File: config.mk
export PLATFORM = sky130hd
export DESIGN_NAME = ece_div
export DESIGN_NICKNAME = d
export VERILOG_FILES = /design/src/rtl/ece_pkg.sv /design/src/rtl/ece_div.sv
export SDC_FILE = /design/constraint.sdc
export NUM_CORES = 1
export LEC_CHECK = 0
export BUFFER_PORTS_ARGS = -buffer_cell sky130_fd_sc_hd__buf_2
export CAP_MARGIN = 10
export CORE_ASPECT_RATIO = 0.7
export CORE_MARGIN = 3
export CORE_UTILIZATION = 61
export DETAILED_ROUTE_END_ITERATION = 16
export GPL_TIMING_DRIVEN = 0
export MAX_ROUTING_LAYER = met4
export PLACE_DENSITY = 0.77
export SYNTH_ARGS = -nofsm -noshare
export SYNTH_HDL_FRONTEND = slang
export SYNTH_SLANG_ARGS = --single-unit
File: constraint.sdc
create_clock -name clock -period 4.9 [get_ports clock]
set_input_delay 1.47 -clock clock [delete_from_list [all_inputs] [get_ports clock]]
set_output_delay 1.47 -clock clock [all_outputs]
set_load 0.05 [all_outputs]
File: src/rtl/ece_pkg.sv
// Shared types, constants and helpers for the easing curve evaluator.
// Used by ece_div, ece_isqrt and easing_curve_evaluator; no dependencies.
package ece_pkg;

   // Normalized time 2t is Q1.16 below 2.0, so 17 quotient bits
   localparam int HQ_WIDTH    = 17;
   localparam int DIV_STAGES  = 17;
   localparam int SQRT_STAGES = 17;
   localparam int SQRT_WIDTH  = 34;
   // Stage map: divider 17, curve 4, root runs beside curve stages 3..4 plus 15
   localparam int F_DELAY     = 15;
   localparam int LATENCY     = 38;

   localparam int Q_WIDTH = 21;
   typedef logic signed [Q_WIDTH-1:0] q_type;

   localparam q_type ONE_Q16 = 21'sd65536;
   localparam q_type TWO_Q16 = 21'sd131072;
   localparam q_type BACK_S  = 21'sd58982;
   localparam q_type BACK_S1 = 21'sd124518;

   typedef enum logic [2:0] {
      CURVE_LINEAR = 3'd0,
      CURVE_QUINT  = 3'd1,
      CURVE_BACK   = 3'd2,
      CURVE_QUART  = 3'd3,
      CURVE_QUAD   = 3'd4,
      CURVE_EXPO   = 3'd5,
      CURVE_CUBIC  = 3'd6,
      CURVE_CIRC   = 3'd7
   } curve_type;

   typedef enum logic [1:0] {
      CSR_CURVE    = 2'd0,
      CSR_START    = 2'd1,
      CSR_END      = 2'd2,
      CSR_DURATION = 2'd3
   } csr_idx_type;

   // Q16 product, truncated toward zero
   function automatic q_type qmul(input q_type a, input q_type b);
      logic signed [2*Q_WIDTH-1:0] p;
      logic signed [2*Q_WIDTH-1:0] r;
      begin
         p = a * b;
         r = p + (p[2*Q_WIDTH-1] ? (2*Q_WIDTH)'(65535) : '0);
         return Q_WIDTH'(r >>> 16);
      end
   endfunction

   // 2^(-i/16) in Q16
   function automatic logic [16:0] exp2_tab(input logic [4:0] idx);
      case (idx)
         5'd0:    return 17'd65536;
         5'd1:    return 17'd62757;
         5'd2:    return 17'd60097;
         5'd3:    return 17'd57549;
         5'd4:    return 17'd55109;
         5'd5:    return 17'd52773;
         5'd6:    return 17'd50535;
         5'd7:    return 17'd48393;
         5'd8:    return 17'd46341;
         5'd9:    return 17'd44376;
         5'd10:   return 17'd42495;
         5'd11:   return 17'd40693;
         5'd12:   return 17'd38968;
         5'd13:   return 17'd37316;
         5'd14:   return 17'd35734;
         5'd15:   return 17'd34219;
         default: return 17'd32768;
      endcase
   endfunction

endpackage

File: src/rtl/ece_div.sv
// Pipelined restoring divider: (dividend << 17) / divisor, one quotient bit a stage.
// Depends on ece_pkg. Dividend must be below divisor for a meaningful result.
module ece_div #(
   parameter int TIME_WIDTH = 16
) (
   input  logic                          clock,
   input  logic [TIME_WIDTH-1:0]         dividend,
   input  logic [TIME_WIDTH-1:0]         divisor,
   output logic [ece_pkg::HQ_WIDTH-1:0]  quotient
);
   import ece_pkg::*;

   logic [TIME_WIDTH-1:0] rem_ff [0:DIV_STAGES-1];
   logic [HQ_WIDTH-1:0]   quo_ff [0:DIV_STAGES-1];

   for (genvar i = 0; i < DIV_STAGES; i++) begin : g_stage
      logic [TIME_WIDTH-1:0] rem_prev;
      logic [HQ_WIDTH-1:0]   quo_prev;
      logic [TIME_WIDTH:0]   shifted;
      logic [TIME_WIDTH:0]   diff;
      logic                  take;

      if (i == 0) begin : g_first
         assign rem_prev = dividend;
         assign quo_prev = '0;
      end else begin : g_next
         assign rem_prev = rem_ff[i-1];
         assign quo_prev = quo_ff[i-1];
      end

      // shift in a zero, subtract if it fits
      assign shifted = {rem_prev, 1'b0};
      assign diff    = shifted - {1'b0, divisor};
      assign take    = (shifted >= {1'b0, divisor});

      always_ff @(posedge clock) begin
         rem_ff[i] <= take ? diff[TIME_WIDTH-1:0] : shifted[TIME_WIDTH-1:0];
         quo_ff[i] <= {quo_prev[HQ_WIDTH-2:0], take};
      end
   end

   assign quotient = quo_ff[DIV_STAGES-1];

endmodule

==> out/qor.yml <==
cp-end-kind: "flop"
grt_usage_pct: 28.4
post-route-period-util_pct: 95.2
io_buffers: 49
synth_edf_count: 0
leakage_nw: 11.2
min_delay_path_depth: 0
avgSynthCellArea_sq_um: 9.50
routed_wl_mm: 56.6
tns_ns: 0
hold_path_class: "reg -> reg"
ys_ff_latch: 409
drive_above_1_share_pct: 13.8
viasPerCell: 6.05
grt_pass1_wl_mm: 91.2
path_clk_slew_ns: 0.06
die-area_sq_um: 40800
fmax_ghz: 0.214
place_area_sq_um: 24300
die_h_um: 170
grt_max_degree: 26
final_nets: 2881
maxCapViolCount: 0
clock_latency_ns: 0.55
syn_area_sq_um: 23400
synth_cell_types: 93
gr-total-overflow: 0
start_util_pct: 62.5
final_util_pct: 68.5
stdcell_area_sq_um: 25700
status: "finished clean"
finalPower_mw: 21.6
yosysSeqAreaShare_pct: 34.9
netlist_instances: 2465
async_flop_share_pct: 0
hpwl_mm: 41.2
place_congestion: 0.947
ys.flop_type: "dfxtp_1"
rows: 59
drc_errors: 0
dr.pass1.iters: 6
slew_headroom_pct: 18.3
path_max_fanout: 17
vias: 18622
tightest_slew_ns: 1.22
grt_pass1_vias: 17858
initialDrtViolationCount: 1436
hold_buffers: 0
cts_tree: "built"
hold_viol: 0
clk_path_buf_depth: 3
timing.final.max_slew_violations: 0
numCtsBuffers: 40
irDropWorstVdd_mv: 0.436
root_buffer: "clkbuf_16"
worstSetupPathType: "in -> reg"
arrival_ns: 5.06
cts_max_level: 2
rsz0062_at_grt: "false"
ant_nets: 0
wl_per_cell_um: 18.4
num_io_pins: 50
nFillCells: 2960
areaGrowthSynthToFinish_pct: 9.71
core_area_sq_um: 37500
reg2regPathDepth: 8
cp.required_ns: 5.30
finClkSkew_ns: 0.0212
ys_warn_count: 0
syn_nets: 2785
period_needed_ns: 4.66
cts_sinks: 409
die_w_um: 240
antenna_found_initial: 1
start_kind: "input port"
finalSetupViolCount: 0
powerDensity_nw_per_um2: 840
## final timing paths
check | start | endpoint | slack (ns)
worst max-delay path | divisor[14] | rem_ff[0][71]$_DFF_P_ | 0.24
worst min-delay path | quo_ff[6][4]$_DFF_P_ | quo_ff[7][5]$_DFF_P_ | 0.32
worst max register to register | rem_ff[0][228]$_DFF_P_ | rem_ff[0][246]$_DFF_P_ | 1.77
worst min register to register | quo_ff[6][4]$_DFF_P_ | quo_ff[7][5]$_DFF_P_ | 0.32
## per-stage QoR
| stage | hold slack, ns | instances | setup WS (ns) |
|---|---|---|---|
| floorplan | 0.310 | 2465 | 0.756 |
| global placement | 0.310 | 3002 | -0.907 |
| detailed placement | 0.312 | 3002 | -0.732 |
| CTS | 0.316 | 3078 | 0.144 |
| global route | 0.324 | 3080 | 0.0754 |
| finish | 0.317 | 3080 | 0.236 |
## cells in the mapped netlist (52+ instances only)
cell type / n / area [sq um]
dfxtp_1: 409 / 8190
a21oi_1: 155 / 776
xnor2_1: 115 / 1010
nand2_1: 188 / 706
ha_1: 271 / 3390
mux2_2: 103 / 1160
nor2_1: 150 / 563
a21o_1: 52 / 390
nor3_1: 55 / 275
inv_1: 86 / 323
o21ai_0: 152 / 761
nand3_1: 52 / 260
nor2b_1: 56 / 350
## what timing repair did
item / 4_1_cts / 5_1_grt
buffers inserted: 4 / 0
setup endpoints to repair: 63 / 9
resized for setup: 2 / 3
## worst max-delay path: stages
cell,delay [ns]
buf_2,0.10
clkinvlp_4,0.56
ha_1,0.61
a21oi_1,0.36
nor2b_1,0.08
or4_1,0.56
nor3_1,0.18
o31a_1,0.23
or2_1,0.12
buf_2,0.20
clkbuf_1,0.35
o21ai_0,0.22
## cells by family after synthesis
family          share of synthesized area [%]
compound gates                           17.7
fa+ha+maj                                15.8
buf+inv                                  2.49
flops                                    34.9
simple gates                             14.5
mux                                      8.50
xor+xnor                                 5.98
## routing by layer
metal / track usage, % / part of all wire (%) / wire length [um] / up-vias
li1: - / - / - / 9174
met1: 40.1 / 49 / 27500 / 8705
met2: 42.0 / 42 / 23600 / 635
met3: 5.49 / 7.6 / 4280 / 108
met4: 6.89 / 2.2 / 1220 / 0
met5: - / 0 / 0 / -
## power breakdown
part           internal [mW]  switching (mW)  leakage [nW]
registers               5.15           0.832          3.45
clock network           1.81            1.35         0.651
logic                   5.77            6.66          7.15
total                   12.7            8.84          11.2
## sequential cells by signal (all words and copies together), names as in the netlist
register and count:
rem_ff 256, quo_ff 153
## area by class of cell
| class | instances | area, sq um | area share, % |
|---|---|---|---|
| multi-input combinational | 1929 | 14700 | 57.0 |
| clock buffer | 48 | 1080 | 4.21 |
| sequential | 409 | 8190 | 31.9 |
| buffer | 35 | 238 | 0.925 |
| inverter | 92 | 355 | 1.38 |
| tap | 488 | 611 | 2.38 |
| timing repair buffer | 54 | 308 | 1.20 |
| clock inverter | 24 | 263 | 1.02 |
| antenna | 1 | 2.50 | 0.00974 |
## placed cells by master, fill, tap and decap left out, types with 9 or more instances in the layout
cell and n:
ha_1 271, nand4_1 31, fa_1 16, or2_2 25, or3_1 35, mux2_1 13
inv_1 84, nand2b_1 28, clkbuf_16 41, clkbuf_1 12, o21a_1 35, o311ai_0 10
xor2_1 45, mux2_4 35, mux2i_1 16, nor4_1 14, nor3_1 55, o211ai_1 25
o31ai_1 20, a21oi_1 155, and3_1 9, buf_2 62, dfxtp_1 409, a21o_1 52
mux2_2 103, a211oi_1 28, nand3_1 52, nor2_1 150, o21bai_1 10, o31a_1 15
xnor2_1 115, and2_1 18, nand2_1 188, nor2b_1 56, o21ai_0 152, a31oi_1 13
No activity file was read; power rests on OpenSTA's default activity.
