**src/rtl/ece_pkg.sv**
```systemverilog
// Shared types, constants and helpers for the easing curve evaluator.
// Used by ece_div, ece_isqrt and easing_curve_evaluator; no dependencies.
package ece_pkg;

   // Normalized time 2t is Q1.16 below 2.0, so 17 quotient bits
   localparam int HQ_WIDTH    = 17;
   localparam int DIV_STAGES  = 17;
   localparam int SQRT_STAGES = 17;
   localparam int SQRT_WIDTH  = 34;
   // Stage map: divider 17, curve 4, root runs beside curve stages 3..4 plus 15
   localparam int F_DELAY     = 15;
   localparam int LATENCY     = 38;

   localparam int Q_WIDTH = 21;
   typedef logic signed [Q_WIDTH-1:0] q_type;

   localparam q_type ONE_Q16 = 21'sd65536;
   localparam q_type TWO_Q16 = 21'sd131072;
   localparam q_type BACK_S  = 21'sd58982;
   localparam q_type BACK_S1 = 21'sd124518;

   typedef enum logic [2:0] {
      CURVE_LINEAR = 3'd0,
      CURVE_QUINT  = 3'd1,
      CURVE_BACK   = 3'd2,
      CURVE_QUART  = 3'd3,
      CURVE_QUAD   = 3'd4,
      CURVE_EXPO   = 3'd5,
      CURVE_CUBIC  = 3'd6,
      CURVE_CIRC   = 3'd7
   } curve_type;

   typedef enum logic [1:0] {
      CSR_CURVE    = 2'd0,
      CSR_START    = 2'd1,
      CSR_END      = 2'd2,
      CSR_DURATION = 2'd3
   } csr_idx_type;

   // Q16 product, truncated toward zero
   function automatic q_type qmul(input q_type a, input q_type b);
      logic signed [2*Q_WIDTH-1:0] p;
      logic signed [2*Q_WIDTH-1:0] r;
      begin
         p = a * b;
         r = p + (p[2*Q_WIDTH-1] ? (2*Q_WIDTH)'(65535) : '0);
         return Q_WIDTH'(r >>> 16);
      end
   endfunction

   // 2^(-i/16) in Q16
   function automatic logic [16:0] exp2_tab(input logic [4:0] idx);
      case (idx)
         5'd0:    return 17'd65536;
         5'd1:    return 17'd62757;
         5'd2:    return 17'd60097;
         5'd3:    return 17'd57549;
         5'd4:    return 17'd55109;
         5'd5:    return 17'd52773;
         5'd6:    return 17'd50535;
         5'd7:    return 17'd48393;
         5'd8:    return 17'd46341;
         5'd9:    return 17'd44376;
         5'd10:   return 17'd42495;
         5'd11:   return 17'd40693;
         5'd12:   return 17'd38968;
         5'd13:   return 17'd37316;
         5'd14:   return 17'd35734;
         5'd15:   return 17'd34219;
         default: return 17'd32768;
      endcase
   endfunction

endpackage

```
**src/rtl/ece_isqrt.sv**
```systemverilog
// Pipelined integer square root of a 34-bit value, one result bit a stage.
// Depends on ece_pkg.
module ece_isqrt (
   input  logic                            clock,
   input  logic [ece_pkg::SQRT_WIDTH-1:0]  radicand,
   output logic [ece_pkg::HQ_WIDTH-1:0]    root
);
   import ece_pkg::*;

   logic [SQRT_WIDTH-1:0] x_ff [0:SQRT_STAGES-1];
   logic [SQRT_WIDTH-1:0] r_ff [0:SQRT_STAGES-1];

   for (genvar i = 0; i < SQRT_STAGES; i++) begin : g_stage
      localparam logic [SQRT_WIDTH-1:0] BITV = SQRT_WIDTH'(1) << (32 - 2 * i);
      logic [SQRT_WIDTH-1:0] x_prev;
      logic [SQRT_WIDTH-1:0] r_prev;
      logic [SQRT_WIDTH-1:0] trial;
      logic                  take;

      if (i == 0) begin : g_first
         assign x_prev = radicand;
         assign r_prev = '0;
      end else begin : g_next
         assign x_prev = x_ff[i-1];
         assign r_prev = r_ff[i-1];
      end

      assign trial = r_prev + BITV;
      assign take  = (x_prev >= trial);

      always_ff @(posedge clock) begin
         x_ff[i] <= take ? (x_prev - trial) : x_prev;
         r_ff[i] <= take ? ((r_prev >> 1) + BITV) : (r_prev >> 1);
      end
   end

   assign root = r_ff[SQRT_STAGES-1][HQ_WIDTH-1:0];

endmodule

```
**config.mk**
```make
export PLATFORM = sky130hd
export DESIGN_NAME = ece_isqrt
export DESIGN_NICKNAME = d
export VERILOG_FILES = /design/src/rtl/ece_pkg.sv /design/src/rtl/ece_isqrt.sv
export SDC_FILE = /design/constraint.sdc
export NUM_CORES = 1
export LEC_CHECK = 0
export BUFFER_PORTS_ARGS = -buffer_cell sky130_fd_sc_hd__buf_2
export CAP_MARGIN = 10
export CORE_AREA = 2 2 299 301
export DETAILED_ROUTE_END_ITERATION = 16
export DIE_AREA = 0 0 301 303
export MAX_ROUTING_LAYER = met4
export PLACE_DENSITY = 0.45
export SLEW_MARGIN = 10
export SYNTH_ARGS = -nofsm -noshare
export SYNTH_HDL_FRONTEND = slang
export SYNTH_SLANG_ARGS = --single-unit
```
**constraint.sdc**
```tcl
create_clock -name clock -period 3 [get_ports clock]
set_clock_uncertainty 0.05 [all_clocks]
set_input_delay 0.9 -clock clock [delete_from_list [all_inputs] [get_ports clock]]
set_output_delay 0.9 -clock clock [all_outputs]
set_load 0.005 [all_outputs]
```
==> impl_metrics.env <==
export IMPL_crit_path_end_kind="flop"
export IMPL_wl_per_cell_um=15.7
export IMPL_drv_slew=0
export IMPL_maxCapViolations=0
export IMPL_fin_crit_sh=0.947
export IMPL_rsz0062_at_grt="true"
export IMPL_cts_tree="yes"
export IMPL_cts_made_buffers=74
export IMPL_place_congestion=0.867
export IMPL_pre_cts_ws_ns=0.0680
export IMPL_ys_flop_type="dfxtp_1"
export IMPL_grt_pass1_wl_um=99000
export IMPL_vias_per_cell=4.59
export IMPL_synth_area_top_cells="dfxtp_1, ha_1, xnor2_1"
export IMPL_antenna_cells=0
export IMPL_area_growth_pct=18.4
export IMPL_cp_top_family="compound AO/OA/AOI/OAI gates"
export IMPL_final_area_sq_um=31000
export IMPL_final_util=0.353
export IMPL_tns_ns=0
export IMPL_crit_type="flop to flop"
export IMPL_cts_max_path_buffers=3
export IMPL_antenna_found_initial=1
export IMPL_ir_drop_mv=0.476
export IMPL_path_buf_inv=3
export IMPL_slowest_delay_ns=0.43
export IMPL_syn_area_per_cell_sq_um=10.3
export IMPL_max_freq_ghz=0.352
export IMPL_clockRootBuffer="clkbuf_16"
export IMPL_initial_core_util=0.298
export IMPL_hpwlAfterDp_um=48900
export IMPL_overflow=0
export IMPL_syn_area_sq_um=26200
export IMPL_holdBufCountCts=0
export IMPL_placed_area_sq_um=28300
export IMPL_dieHeight_um=303
export IMPL_start_kind="flop"
export IMPL_core_area_sq_um=88000
export IMPL_io_pins=52
export IMPL_worst_pin_slew_ns=0.732
export IMPL_required_ns=3.44
export IMPL_finalSetupViolations=0
export IMPL_remaining_drc_errors=0
export IMPL_crit_path_top_delay_cell="a2111oi_0"
export IMPL_fin_ws_ns=0.160
export IMPL_yosys_warnings=0
export IMPL_firstDrtPassIters=5
export IMPL_drtAntennaViolNets=0
export IMPL_drt_iter0_drc=854
export IMPL_synthCells=2555
export IMPL_path_cells="inv_1 > ha_1 > nor2b_1 > o31a_1 > o31ai_1 > buf_4 > a31oi_1 > buf_4 > a2111oi_0 > nand2_1 > xnor2_1"
export IMPL_row_count=109
export IMPL_p_per_area_nw_per_um2=1050
export IMPL_cts_max_level=3
export IMPL_arrival_ns=3.28
export IMPL_finalPower_uw=32500
export IMPL_min_period_ns=2.84
export IMPL_nets=2912
export IMPL_routed_wl_um=61700
export IMPL_hold_violations=0
export IMPL_syn_nets=2756
export IMPL_maxSlewHeadroom=0.508
export IMPL_cp_common_cell="buf_4"
export IMPL_grt_pass1_vias=18600
export IMPL_yosysSeqAreaShare=0.532
export IMPL_ys_ff_latch=697
export IMPL_synth_commonest_cells="dfxtp_1, inv_1, nor2_1, ha_1, a21oi_1"
export IMPL_hold_path_class="flop to flop"
export IMPL_clk_pin_slew_ns=0.06
export IMPL_synthArstFlopShare=0
export IMPL_track_usage=0.140
export IMPL_yosysTopAreaCell="dfxtp_1"
export IMPL_crit_fanout=4
export IMPL_via_count=18100
export IMPL_clk_latency_ns=0.63
export IMPL_clock_sinks=697
export IMPL_layout_drive_gt1_share=0.116
export IMPL_chipWidth_um=301
export IMPL_outcome="finished clean"
export IMPL_synth_top_area_frac=0.532
export IMPL_netlist_cell_type_count=81
export IMPL_grt_max_degree=31
export IMPL_synth_edf_count=0
export IMPL_die_area_sq_um=91200
export IMPL_synth_most_common_cell="dfxtp_1"
export IMPL_leakagePower_uw=0.0139
export IMPL_portBuffers=51
-- timing repair --
| item | CTS | global route |
|---|---|---|
| buffers inserted | 0 | 1 |
| endpoints found under the setup margin | 0 | 62 |
| gates resized for setup | 0 | 10 |
-- state kept, by name, summed over array words and instances, names as in the netlist --
| name | cells |
|---|---|
| x_ff | 544 |
| r_ff | 153 |
-- per-stage QoR --
| stage | hold WS (ns) | cells |
|---|---|---|
| global route | 0.271 | 3937 |
| global placement | 0.284 | 3799 |
| detailed placement | 0.283 | 3799 |
| finish | 0.275 | 3937 |
| floorplan | 0.272 | 2555 |
| CTS | 0.271 | 3936 |
-- cells by family after synthesis --
| logic type | Yosys count | synth area share |
|---|---|---|
| buffers and inverters | 240 | 0.0360 |
| XOR/XNOR | 211 | 0.0705 |
| multiplexers | 51 | 0.0215 |
| flip-flops | 697 | 0.532 |
| adder cells (fa/ha/maj) | 166 | 0.0793 |
| AO/OA/AOI/OAI | 458 | 0.111 |
| AND/OR/NAND/NOR | 732 | 0.149 |
-- area by class of cell --
cell class / count / area, sq um
clock buffers: 97 / 2090
clock inverters: 40 / 614
fillers: 8803 / 56900
inverters: 205 / 769
multi-input cells: 1618 / 11400
flip-flops and latches: 697 / 14000
well taps: 1165 / 1460
repair buffers: 115 / 777
-- metal layers --
layer | vias up | GRT usage | wire length (um)
li1 | 9258 | - | -
met3 | 133 | 0.0285 | 2370
met1 | 8360 | 0.158 | 26600
met5 | - | - | 0
met2 | 317 | 0.241 | 30300
met4 | 0 | 0.0588 | 2480
-- worst register-to-register path, delay by kind of cell, from the launching register on --
kind,cells,cell delay [ns]
DFF,1,0.33
and+or+nand+nor,2,0.29
adders and majority gates,1,0.34
xor gates and xnor gates,1,0.21
AOI/OAI and AO/OA,4,1.08
buffers and inverters,3,0.42
-- path summary, 6_finish.rpt --
path,startpoint,endpoint,slack [ns],cells past startpoint
worst max-delay path,r_ff[10][12]$_DFF_P_,x_ff[0][398]$_DFF_P_,0.16,11
worst min-delay path,r_ff[14][13]$_DFF_P_,r_ff[15][12]$_DFF_P_,0.28,0
worst max register to register,r_ff[10][12]$_DFF_P_,x_ff[0][398]$_DFF_P_,0.16,11
worst min register to register,r_ff[14][13]$_DFF_P_,r_ff[15][12]$_DFF_P_,0.28,0
-- cells in the final DEF (no fill, tap or decap), drive strengths merged, types with 16 or more instances in the layout --
| master | n |
|---|---|
| nand2 | 123 |
| nand3 | 43 |
| o21ai | 92 |
| o31ai | 16 |
| ha | 166 |
| buf | 115 |
| nor4 | 74 |
| mux2 | 42 |
| nor2b | 28 |
| a21o | 47 |
| dfxtp | 697 |
| nor4b | 17 |
| nor2 | 177 |
| a21oi | 145 |
| a211oi | 17 |
| or3 | 19 |
| nand4 | 55 |
| nor3 | 64 |
| clkinv | 20 |
| o21a | 43 |
| xnor2 | 135 |
| xor2 | 76 |
| inv | 208 |
| clkbuf | 97 |
| nand2b | 28 |
| or4 | 16 |
-- power by group --
group | total, uW | switching [uW] | internal [uW] | leakage (uW)
clock network | 9800 | 3860 | 5950 | 0.00131
registers | 13400 | 1880 | 11500 | 0.00585
logic | 9300 | 4880 | 4420 | 0.00669
Power figures use the tool's default switching activity.
